===== config.mk =====
export PLATFORM = sky130hd
export DESIGN_NAME = pwlbc_cell
export DESIGN_NICKNAME = d
export VERILOG_FILES = /design/src/hdl/pwlbc_pkg.sv /design/src/hdl/pwlbc_cell.sv
export SDC_FILE = /design/constraint.sdc
export NUM_CORES = 1
export LEC_CHECK = 0
export ABC_AREA = 1
export BUFFER_PORTS_ARGS = -buffer_cell sky130_fd_sc_hd__clkbuf_2
export CAP_MARGIN = 30
export CORE_UTILIZATION = 45
export CTS_CLUSTER_DIAMETER = 60
export DETAILED_ROUTE_END_ITERATION = 16
export MAX_ROUTING_LAYER = met4
export PLACE_DENSITY_LB_ADDON = 0.25
export SLEW_MARGIN = 10
export SYNTH_ARGS = -nofsm -noshare
export SYNTH_HDL_FRONTEND = slang
export SYNTH_SLANG_ARGS = --single-unit

===== constraint.sdc =====
create_clock -name i_clk -period 3.9 [get_ports i_clk]
set_input_delay 0.195 -clock i_clk [delete_from_list [all_inputs] [get_ports i_clk]]
set_output_delay 0.195 -clock i_clk [all_outputs]
set_load 0.02 [all_outputs]

===== src/hdl/pwlbc_pkg.sv =====
// Types, constants and codes of the piecewise linear boundary check.
`timescale 1ns / 1ps

package pwlbc_pkg;

    localparam int MAX_POINTS  = 32;
    localparam int COORD_BITS  = 12;
    localparam int MARGIN_BITS = 12;
    localparam int CNT_BITS    = $clog2(MAX_POINTS + 1);
    localparam int IDX_BITS    = $clog2(MAX_POINTS);
    localparam int STEP_BITS   = $clog2(COORD_BITS);
    localparam int SUM_BITS    =
        ((COORD_BITS > MARGIN_BITS) ? COORD_BITS : MARGIN_BITS) + 1;

    localparam logic [1:0] REQ_CLEAR  = 2'd0;
    localparam logic [1:0] REQ_APPEND = 2'd1;
    localparam logic [1:0] REQ_QUERY  = 2'd2;

    localparam logic [1:0] ST_OK   = 2'd0;
    localparam logic [1:0] ST_FULL = 2'd1;
    localparam logic [1:0] ST_FEW  = 2'd2;

    typedef struct packed {
        logic [1:0]            req_type;
        logic [COORD_BITS-1:0] coord_x;
        logic [COORD_BITS-1:0] coord_y;
    } t_item;

    typedef struct packed {
        logic [COORD_BITS-1:0] boundary_y;
        logic                  in_field;
        logic [1:0]            status;
    } t_result;

    // Search token handed from cell to cell
    typedef struct packed {
        logic                  act;
        logic                  done;
        logic                  direct;
        logic [COORD_BITS-1:0] qx;
        logic [COORD_BITS-1:0] x1;
        logic [COORD_BITS-1:0] y1;
        logic [COORD_BITS-1:0] x2;
        logic [COORD_BITS-1:0] y2;
    } t_token;

    typedef enum logic [1:0] {
        S_IDLE,
        S_SEARCH,
        S_DIVIDE
    } t_state;

    typedef enum logic [1:0] {
        DV_IDLE,
        DV_MUL,
        DV_ITER,
        DV_FIN
    } t_div_state;

endpackage


===== src/hdl/pwlbc_cell.sv =====
// One table cell: holds a boundary point and passes the search token on.
`timescale 1ns / 1ps

module pwlbc_cell import pwlbc_pkg::*; (
    input  logic                  i_clk,
    input  logic                  i_rst_n,
    input  logic [IDX_BITS-1:0]   i_cell_idx,
    input  logic [CNT_BITS-1:0]   i_count,
    input  logic                  i_wr,
    input  logic [COORD_BITS-1:0] i_wx,
    input  logic [COORD_BITS-1:0] i_wy,
    input  t_token                i_tok,
    output t_token                o_tok
);

    logic [COORD_BITS-1:0] r_x;
    logic [COORD_BITS-1:0] r_y;
    t_token                r_tok;
    t_token                n_tok;
    logic                  occupied;

    assign occupied = CNT_BITS'(i_cell_idx) < i_count;

    always_ff @(posedge i_clk) begin
        if (i_wr && (CNT_BITS'(i_cell_idx) == i_count)) begin
            r_x <= i_wx;
            r_y <= i_wy;
        end
    end

    always_comb begin
        n_tok = i_tok;
        if (i_tok.act && !i_tok.done && occupied) begin
            if (r_x >= i_tok.qx) begin
                n_tok.done = 1'b1;
                if ((r_x == i_tok.qx) || (i_cell_idx == '0)) begin
                    // exact hit or below the first point: take this y
                    n_tok.direct = 1'b1;
                    n_tok.y1     = r_y;
                end else begin
                    n_tok.x2 = r_x;
                    n_tok.y2 = r_y;
                end
            end else begin
                n_tok.x1 = r_x;
                n_tok.y1 = r_y;
            end
        end
    end

    always_ff @(posedge i_clk) begin
        if (!i_rst_n) begin
            r_tok <= '0;
        end else begin
            r_tok <= n_tok;
        end
    end

    assign o_tok = r_tok;

endmodule


==> impl_results.md <==
* Crit-path slowest cell: edfxtp_1
* Sequence of cells on the critical path: ha_1 -> nand2_1 -> nor2_2 -> and2_1 -> nand2_2 -> nand2_2 -> nand3_2 -> buf_12 -> nand2_1 -> nand2_1 -> nor2_1
* Worst min path class: input port to flip-flop
* Area after DPL at 4750 um2
* Die ar. at 9010 um2
* First-pass GRT wire length at 14,600 um
* Synth warnings at 0
* Initial antenna violation count at 0
* Dominant cell type by area after synthesis: dfxtp_1
* Drt first pass iters at 4
* Top cells by area, synth: dfxtp_1 32%, edfxtp_1 19%, nand2_1 11%
* Critical path peak fanout at 30
* Total of max-cap violations at 0
* Setup crit end kind: flip-flop
* Ys flop type: dfxtp_1
* Boundary Pins at 164
* Placed Cells at 728
* Post-synthesis sequential area ratio at 51.0%
* Die extent in x at 94.9 um
* Worst path arrival time at 3.04 ns
* Slew Limit Fails at 0
* Ys async rst share at 0%
* Worst EP required at 4.18 ns
* Hold Violations, Final at 0
* Vias in the first global route at 3,333
* Synth cell types at 29
* Final worst path period need at 2.76 ns
* Clk root buf: clkbuf_8
* Pwr Density at 400 nW/um2
* DR iter-0 viols at 108
* RD Place Congestion at 0.814
* Post-cts gate resize count at 0
* Num rows at 33
* Multi-input logic area at 1500 um2
* TritonCTS clock tree: built
* Fmax achieved at 362 MHz
* Syn_area_per_cell at 8.18 um2
* Post-route cell area at 5060 um2
* Core area at 8300 um2
* Synth Register Bits at 87
* Die height at 94.9 um
* CTS clk-pin slew, worst paths at 0.09 ns
* Synth Cell Area at 3880 um2
* Initial Utilization at 46.8%
* Non-filler instance count after layout at 750
* CTS Buf Count at 9
* Gr ovfl total at 0
* # nets final at 758
* Leakage at 0.00284 uW
* # fillers at 785
* Syn_nets at 593
* Final ANT Viol Nets at 0
* Largest net degree at the start of global routing at 63
* Share of cells above drive strength 1 at 34.3%
* DRT Wirelength at 9090 um
* CP peak stage delay at 0.45 ns
* Type of origin of the critical path: flip-flop
* RSZ-0062 raised after global routing: false
* Clk_skew at 0.0179 ns
* Vias per inst at 4.61
* Setup TNS at 0 ns
* CP Class: flip-flop to flip-flop
* Post-synth EDFFs at 24
* Cell count after synthesis at 475
* Clk buf depth at 2
* Drt wl/cell at 12.1 um
* Worst IR drop on VDD at 184 uV
* Clk sinks at 87
* Finish-stage setup viols at 0
* Post-DP HPWL at 6600 um
* Status: complete, no violations
* Ant. Diodes at 0
* DR vias at 3,457
* Clk Latency, worst-skew pair at 0.36 ns
* Area growth syn-to-layout at 30.2%
* Slew @ Worst Pin at 0.862 ns
* # port buffers at 163
* Final worst-path cycle share at 70.8%
* Area fraction of the dominant cell type after synthesis at 32.5%
* # DRC at 0
* Sequential cell area at 1980 um2
* GRT Total Usage at 21.9%
* Slew headroom at 42.4%
* Most used cell, CP: nand2_1
* CTS H-Tree Depth at 3
state kept, by name, indices dropped and copies added (netlist names):
signal  flops
r_x        12
o_tok      63
r_y        12
area by class of cell:
| class | instances | share of cell area [%] |
|---|---|---|
| clock buffers | 12 | 3.29 |
| clock inverters | 4 | 1.51 |
| inverters | 77 | 5.72 |
| multi-input cells | 293 | 29.7 |
| flip-flops and latches | 87 | 39.2 |
| well taps | 105 | 2.60 |
| repair buffers | 172 | 18.0 |
cell families (layout without fill, tap and decap cells):
logic type,Yosys count,after routing,share of synthesized area [%]
compound gates,26,26,3.80
fa+ha+maj,17,17,5.48
buf+inv,95,265,10.4
flops,87,87,51.0
simple gates,250,250,29.3
metal layers:
layer  vias up  global-route usage [%]  wire (um)
met5         -                       -          0
met4         0                    8.46        153
met3        14                    5.48        626
met2       129                    36.6       4270
met1      1527                    25.0       4040
li1       1787                       -          -
layout by cell type (no fill, tap or decap), drive strengths merged, types with 2 or more instances in the layout:
master,count
nand2,120
buf,3
a21oi,13
nand3,28
ha,17
edfxtp,24
nor2,88
dlygate4sd3,6
clkbuf,175
o21ai,12
dfxtp,63
nand3b,5
inv,77
nand4,7
bufinv,2
timing repair:
| item | CTS | global route |
|---|---|---|
| hold endpoints to repair | 4 | 2 |
| hold buffers | 4 | 2 |
| setup buffers | 0 | 0 |
where the power goes:
group          internal, uW  total, uW  switching [uW]  leakage [uW]
logic                   118        302             184       0.00198
registers               973        987            14.3      0.000741
clock network           419        735             316      0.000118
cell usage after synthesis (4+ instances only):
master	number
nand3_1	26
ha_1	17
o21ai_1	10
buf_2	5
inv_2	4
inv_1	73
clkbuf_1	7
edfxtp_1	24
nand2_2	4
nand4_1	7
nor2_2	23
a21oi_1	11
nand2_1	115
dfxtp_1	63
nor2_1	62
nand3b_1	5
buf_6	5
critical path, delay by kind of cell (launching register included):
family                   cells  cell delay, ns
AND/OR/NAND/NOR              9            1.55
buffers and inverters        1            0.37
flip-flops                   1            0.45
adder cells (fa/ha/maj)      1            0.32
path summary, 6_finish.rpt:
| kind | cells after the start | to | start | slack [ns] |
|---|---|---|---|---|
| max | 11 | o_tok[23]$_SDFF_PN0_ | r_x[7]$_DFFE_PP_ | 1.14 |
| min | 1 | r_x[0]$_DFFE_PP_ | i_wx[0] | 0.02 |
| max reg2reg | 11 | o_tok[23]$_SDFF_PN0_ | r_x[7]$_DFFE_PP_ | 1.14 |
| min reg2reg | 2 | o_tok[0]$_SDFF_PN0_ | r_y[0]$_DFFE_PP_ | 0.52 |
metrics by stage:
| stage | utilization (%) | hold slack, ns | worst slack (ns) | total power (uW) |
|---|---|---|---|---|
| final | 60.9 | 0.0166 | 1.14 | 2020 |
| after global routing | 60.9 | 0.00127 | 0.908 | 2120 |
| after CTS | 60.7 | 0.0000902 | 1.09 | 2040 |
| after detailed placement | 57.3 | 0.374 | 1.04 | 1310 |
| after global placement | 57.3 | 0.373 | 1.15 | 1300 |
| after floorplan | - | 0.288 | 1.76 | 1190 |
(Power assumes the default switching activity.)
