**config.mk**
```make
export PLATFORM = sky130hd
export DESIGN_NAME = pwlbc_div
export DESIGN_NICKNAME = d
export VERILOG_FILES = /design/src/hdl/pwlbc_pkg.sv /design/src/hdl/pwlbc_div.sv
export SDC_FILE = /design/constraint.sdc
export NUM_CORES = 1
export LEC_CHECK = 0
export ABC_AREA = 1
export BUFFER_PORTS_ARGS = -buffer_cell sky130_fd_sc_hd__buf_2
export CAP_MARGIN = 20
export CELL_PAD_IN_SITES_DETAIL_PLACEMENT = 1
export CELL_PAD_IN_SITES_GLOBAL_PLACEMENT = 2
export CORE_MARGIN = 5
export CORE_UTILIZATION = 23
export DETAILED_ROUTE_END_ITERATION = 16
export GPL_TIMING_DRIVEN = 1
export PLACE_DENSITY = 0.63
export REMOVE_ABC_BUFFERS = 1
export SLEW_MARGIN = 20
export SYNTH_ARGS = -nofsm -noshare
export SYNTH_HDL_FRONTEND = slang
export SYNTH_SLANG_ARGS = --single-unit
```
**constraint.sdc**
```tcl
create_clock -name i_clk -period 4.65 [get_ports i_clk]
set_clock_uncertainty 0.1 [all_clocks]
set_input_delay 0.465 -clock i_clk [delete_from_list [all_inputs] [get_ports i_clk]]
set_output_delay 0.465 -clock i_clk [all_outputs]
set_load 0.02 [all_outputs]
```
**src/hdl/pwlbc_pkg.sv**
```systemverilog
// Types, constants and codes of the piecewise linear boundary check.
`timescale 1ns / 1ps

package pwlbc_pkg;

    localparam int MAX_POINTS  = 32;
    localparam int COORD_BITS  = 12;
    localparam int MARGIN_BITS = 12;
    localparam int CNT_BITS    = $clog2(MAX_POINTS + 1);
    localparam int IDX_BITS    = $clog2(MAX_POINTS);
    localparam int STEP_BITS   = $clog2(COORD_BITS);
    localparam int SUM_BITS    =
        ((COORD_BITS > MARGIN_BITS) ? COORD_BITS : MARGIN_BITS) + 1;

    localparam logic [1:0] REQ_CLEAR  = 2'd0;
    localparam logic [1:0] REQ_APPEND = 2'd1;
    localparam logic [1:0] REQ_QUERY  = 2'd2;

    localparam logic [1:0] ST_OK   = 2'd0;
    localparam logic [1:0] ST_FULL = 2'd1;
    localparam logic [1:0] ST_FEW  = 2'd2;

    typedef struct packed {
        logic [1:0]            req_type;
        logic [COORD_BITS-1:0] coord_x;
        logic [COORD_BITS-1:0] coord_y;
    } t_item;

    typedef struct packed {
        logic [COORD_BITS-1:0] boundary_y;
        logic                  in_field;
        logic [1:0]            status;
    } t_result;

    // Search token handed from cell to cell
    typedef struct packed {
        logic                  act;
        logic                  done;
        logic                  direct;
        logic [COORD_BITS-1:0] qx;
        logic [COORD_BITS-1:0] x1;
        logic [COORD_BITS-1:0] y1;
        logic [COORD_BITS-1:0] x2;
        logic [COORD_BITS-1:0] y2;
    } t_token;

    typedef enum logic [1:0] {
        S_IDLE,
        S_SEARCH,
        S_DIVIDE
    } t_state;

    typedef enum logic [1:0] {
        DV_IDLE,
        DV_MUL,
        DV_ITER,
        DV_FIN
    } t_div_state;

endpackage

```
**src/hdl/pwlbc_div.sv**
```systemverilog
// Interpolation unit: one multiply, then a bit-serial restoring divide.
`timescale 1ns / 1ps

module pwlbc_div import pwlbc_pkg::*; (
    input  logic                  i_clk,
    input  logic                  i_rst_n,
    input  logic                  i_start,
    input  t_token                i_tok,
    output logic                  o_done,
    output logic [COORD_BITS-1:0] o_y
);

    localparam int W2 = 2 * COORD_BITS;

    t_div_state            r_state;
    t_div_state            n_state;
    logic [COORD_BITS-1:0] r_dx;
    logic [COORD_BITS-1:0] r_t;
    logic [COORD_BITS-1:0] r_ady;
    logic                  r_neg;
    logic [COORD_BITS-1:0] r_y1;
    logic [COORD_BITS-1:0] r_rem;
    logic [COORD_BITS-1:0] r_quo;
    logic [STEP_BITS-1:0]  r_step;
    logic [W2-1:0]         prod;
    logic [COORD_BITS:0]   trial;
    logic [COORD_BITS:0]   diff;
    logic                  ge;
    logic                  neg;

    assign neg   = i_tok.y2 < i_tok.y1;
    assign prod  = W2'(r_ady) * W2'(r_t);
    assign trial = {r_rem, r_quo[COORD_BITS-1]};
    assign diff  = trial - {1'b0, r_dx};
    assign ge    = trial >= {1'b0, r_dx};

    always_comb begin
        n_state = r_state;
        unique case (r_state)
            DV_IDLE: if (i_start) n_state = DV_MUL;
            DV_MUL:  n_state = DV_ITER;
            DV_ITER: if (r_step == STEP_BITS'(COORD_BITS - 1)) n_state = DV_FIN;
            DV_FIN:  n_state = DV_IDLE;
            default: n_state = DV_IDLE;
        endcase
    end

    always_ff @(posedge i_clk) begin
        if (!i_rst_n) begin
            r_state <= DV_IDLE;
        end else begin
            r_state <= n_state;
        end
    end

    always_ff @(posedge i_clk) begin
        case (r_state)
            DV_IDLE: begin
                if (i_start) begin
                    r_dx  <= i_tok.x2 - i_tok.x1;
                    r_t   <= i_tok.qx - i_tok.x1;
                    r_neg <= neg;
                    r_ady <= neg ? (i_tok.y1 - i_tok.y2) : (i_tok.y2 - i_tok.y1);
                    r_y1  <= i_tok.y1;
                end
            end
            DV_MUL: begin
                // t < dx, so the upper half is already below the divisor
                r_rem  <= prod[W2-1:COORD_BITS];
                r_quo  <= prod[COORD_BITS-1:0];
                r_step <= '0;
            end
            DV_ITER: begin
                r_rem  <= ge ? diff[COORD_BITS-1:0] : trial[COORD_BITS-1:0];
                r_quo  <= {r_quo[COORD_BITS-2:0], ge};
                r_step <= r_step + 1'b1;
            end
            default: ;
        endcase
    end

    always_comb begin
        o_done = (r_state == DV_FIN);
        o_y    = r_neg ? (r_y1 - r_quo) : (r_y1 + r_quo);
    end

endmodule

```
==> results.toml <==
[synthesis]
ys_warn_count = 0
yosysSeqAreaShare_pct = 19.4
yosys_register_bits = 79
synth_top_area_share_pct = 19.1
synth_xor_area_share_pct = 4.49
syn_inst = 1623
synthArstFlopShare_pct = 0
synth-main-ff-cell = "edfxtp_1"
synthSimpleGateAreaFrac_pct = 24.7
syn-mean-instance-area_um2 = 7.46
synth_edf_count = 77
netlist_top_cells_area = "edfxtp_1, fa_1, nand2_1"
synth.cell_area_um2 = 12100
synth_top_cell_by_area = "edfxtp_1"
synth_top_family_by_area = "adder cells"
synthAdderAreaFrac_pct = 31.6
synthDistinctLibCells = 47
synth_compound_area_share_pct = 6.37
synth.area.mux_share_pct = 0

[hold_path]
hold_class = "in2reg"
worstHoldStart = "i_tok[35]"

[sta]
tightest_slew_ns = 0.744
relSlewSlack_pct = 50.3
tns_ns = -0.636
fin_ws_ns = -0.0985
hold_violations = 0
min_period_over_period_pct = 102
rsz0062_at_grt = "true"
maxSlewViolCount = 0
fmax_mhz = 211
setup_viol = 11
finalCriticalPeriod_ns = 4.75

[placed_design]
dp_hpwl_mm = 33.6
port_buffers = 75
gp_congestion = 0.833
placed_cells = 2447
dp_slack_ns = -0.602

[floorplan]
die_h_um = 239
core_um2 = 52300
row_count = 84
initial_core_util_pct = 23.1
pin_count = 79
fp.dieArea_um2 = 57300
die_w_um = 239

[setup_path]
crit_path_top_delay_cell = "fa_1"
startpoint = "r_ady[4]$_DFFE_PP_"
cp_top_family = "adder cells"
arrival_ns = 4.77
crit_buf_inv = 6
cp-start-kind = "flop"
cp_cell_sequence = "buf_6 -> nand2_2 -> inv_2 -> fa_1 -> fa_1 -> fa_1 -> fa_1 -> inv_1 -> fa_1 -> inv_2 -> ha_4 -> nand2_4 -> inv_4 -> buf_6 -> nand2_4 -> nor3_4 -> nand2_2 -> nand2_1 -> nand2_1 -> nand3_2 -> nand2_1"
slowest_delay_ns = 0.57
cp_max_fo = 5
crit_type = "reg2reg"
cp.required_ns = 4.67
endpoint_kind = "flop"
r2r_start = "r_ady[4]$_DFFE_PP_"
crit_path_frequent_cell = "fa_1"

[grt]
grt_pass1_vias = 11600
antenna_found_initial = 1
grt_usage_pct = 13.7
grt_max_degree = 33
grt_pass1_wl_mm = 62.5
grt-ovfl-total = 0

[cts]
clk_latency_ns = 0.36
path_clk_slew_ns = 0.07
clockRootBuffer = "clkbuf_16"
cts_max_path_buffers = 2
clock-sinks = 79
cts_tree = "done"
htreeDepth = 3
cts_made_buffers = 9

[layout]
synthToLayoutAreaGrowth_pct = 25.8
finalNetCount = 2101
final_cells = 2486
drive_gt1_share_pct = 24.3
antenna_cells = 0

[outcome]
status = "finished, violations left"
violations = "setup timing"

[route]
drt_iter0_drc = 316
vias = 10700
drt.antenna.violating_nets = 0
dr.pass1.iters = 4
via_per_inst = 4.29
wl_per_cell_um = 15.6
drt_drc_violations_left = 0
routed_wl_mm = 38.8

[flow_run]
cap_viol_max_count = 0
through the flow:
stage          hold WS [ns]  util (%)  cell area (µm²)
5_1_grt               0.198      29.1            15200
3_3_place_gp          0.418      26.6            13900
6_report              0.210      29.1            15200
2_1_floorplan         0.390         -            11900
4_1_cts               0.191      28.6            15000
3_5_place_dp          0.453      26.6            13900
state kept, by name (all words and copies together), names as in the netlist, 2 cells and up:
register,flops
r_dx,12
r_t,12
r_state,2
r_quo,12
r_rem,12
r_ady,12
r_y1,12
r_step,4
cells in the mapped netlist, types with 3 or more instances:
| master | number |
|---|---|
| nand4_1 | 21 |
| a21oi_1 | 65 |
| clkbuf_1 | 26 |
| xor2_1 | 38 |
| inv_1 | 369 |
| buf_4 | 5 |
| edfxtp_1 | 77 |
| nand3_1 | 70 |
| nand3_2 | 13 |
| ha_1 | 136 |
| nand2_2 | 15 |
| o2111ai_1 | 6 |
| inv_2 | 5 |
| or2_2 | 7 |
| nor2_1 | 72 |
| o22ai_1 | 3 |
| fa_1 | 106 |
| nand2_1 | 456 |
| nor3_1 | 10 |
| o21ai_0 | 44 |
| xnor2_1 | 24 |
| and2_1 | 3 |
| nand3b_1 | 11 |
| a21o_1 | 3 |
| clkbuf_2 | 4 |
| buf_6 | 3 |
layer usage:
metal | share of wire [%] | global-route usage, % | vias up | wire length (µm)
met5 | 0 | 0 | - | 0
met1 | 46 | 17.7 | 5177 | 17800
met2 | 49 | 24.2 | 112 | 19100
met4 | 2.0 | 3.16 | 0 | 783
met3 | 2.7 | 2.18 | 32 | 1060
li1 | - | - | 5336 | -
cell usage in the layout (no fill, tap or decap), drive strengths merged:
cell type / count
clkinvlp: 1
o2111ai: 6
o22ai: 3
dfxtp: 2
nand3: 84
nand2: 472
o21bai: 2
edfxtp: 77
a31o: 1
or2: 7
inv: 376
nand4: 21
xnor2: 24
fa: 106
xor2: 38
nor2: 76
clkinv: 3
a21boi: 2
o211ai: 2
nor3: 12
a211oi: 2
nor3b: 1
nand3b: 12
buf: 200
a21oi: 68
o21ai: 46
o31ai: 2
a21o: 3
ha: 136
and2: 3
clkbuf: 9
bufinv: 1
cell families (layout without fill, tap and decap cells):
| logic type | after synthesis | after routing |
|---|---|---|
| AO/OA/AOI/OAI | 137 | 137 |
| XOR/XNOR | 62 | 62 |
| adder cells (fa/ha/maj) | 242 | 242 |
| buffers and inverters | 415 | 590 |
| flip-flops | 79 | 79 |
| AND/OR/NAND/NOR | 688 | 688 |
layout make-up:
cell class                      instances  area [µm²]
Fill cell                            6385       37100
Multi-Input combinational cell       1129        8890
Sequential cell                        79        2350
Timing Repair Buffer                  200        1420
Inverter                              374        1410
Tap cell                              688         861
Clock buffer                            9         225
Clock inverter                          7        70.1
timing repair:
item	in CTS	in global routing
gates resized for setup	172	59
buffers inserted	18	5
pin swaps	95	38
setup endpoints to repair	16	16
hold buffers	0	0
cloned	0	0
worst paths after layout:
check                            endpoint  slack [ns]  depth (start not counted)
setup / recovery       r_rem[8]$_DFFE_PP_        -0.1                         21
setup reg to reg       r_rem[8]$_DFFE_PP_        -0.1                         21
hold reg to reg   r_state[1]$_SDFFE_PN0P_        0.46                          2
hold / removal         r_y1[11]$_DFFE_PP_        0.21                          1
Power is not shown: default switching activity piles up to over one toggle a cycle in this logic, so the estimate is an artifact.
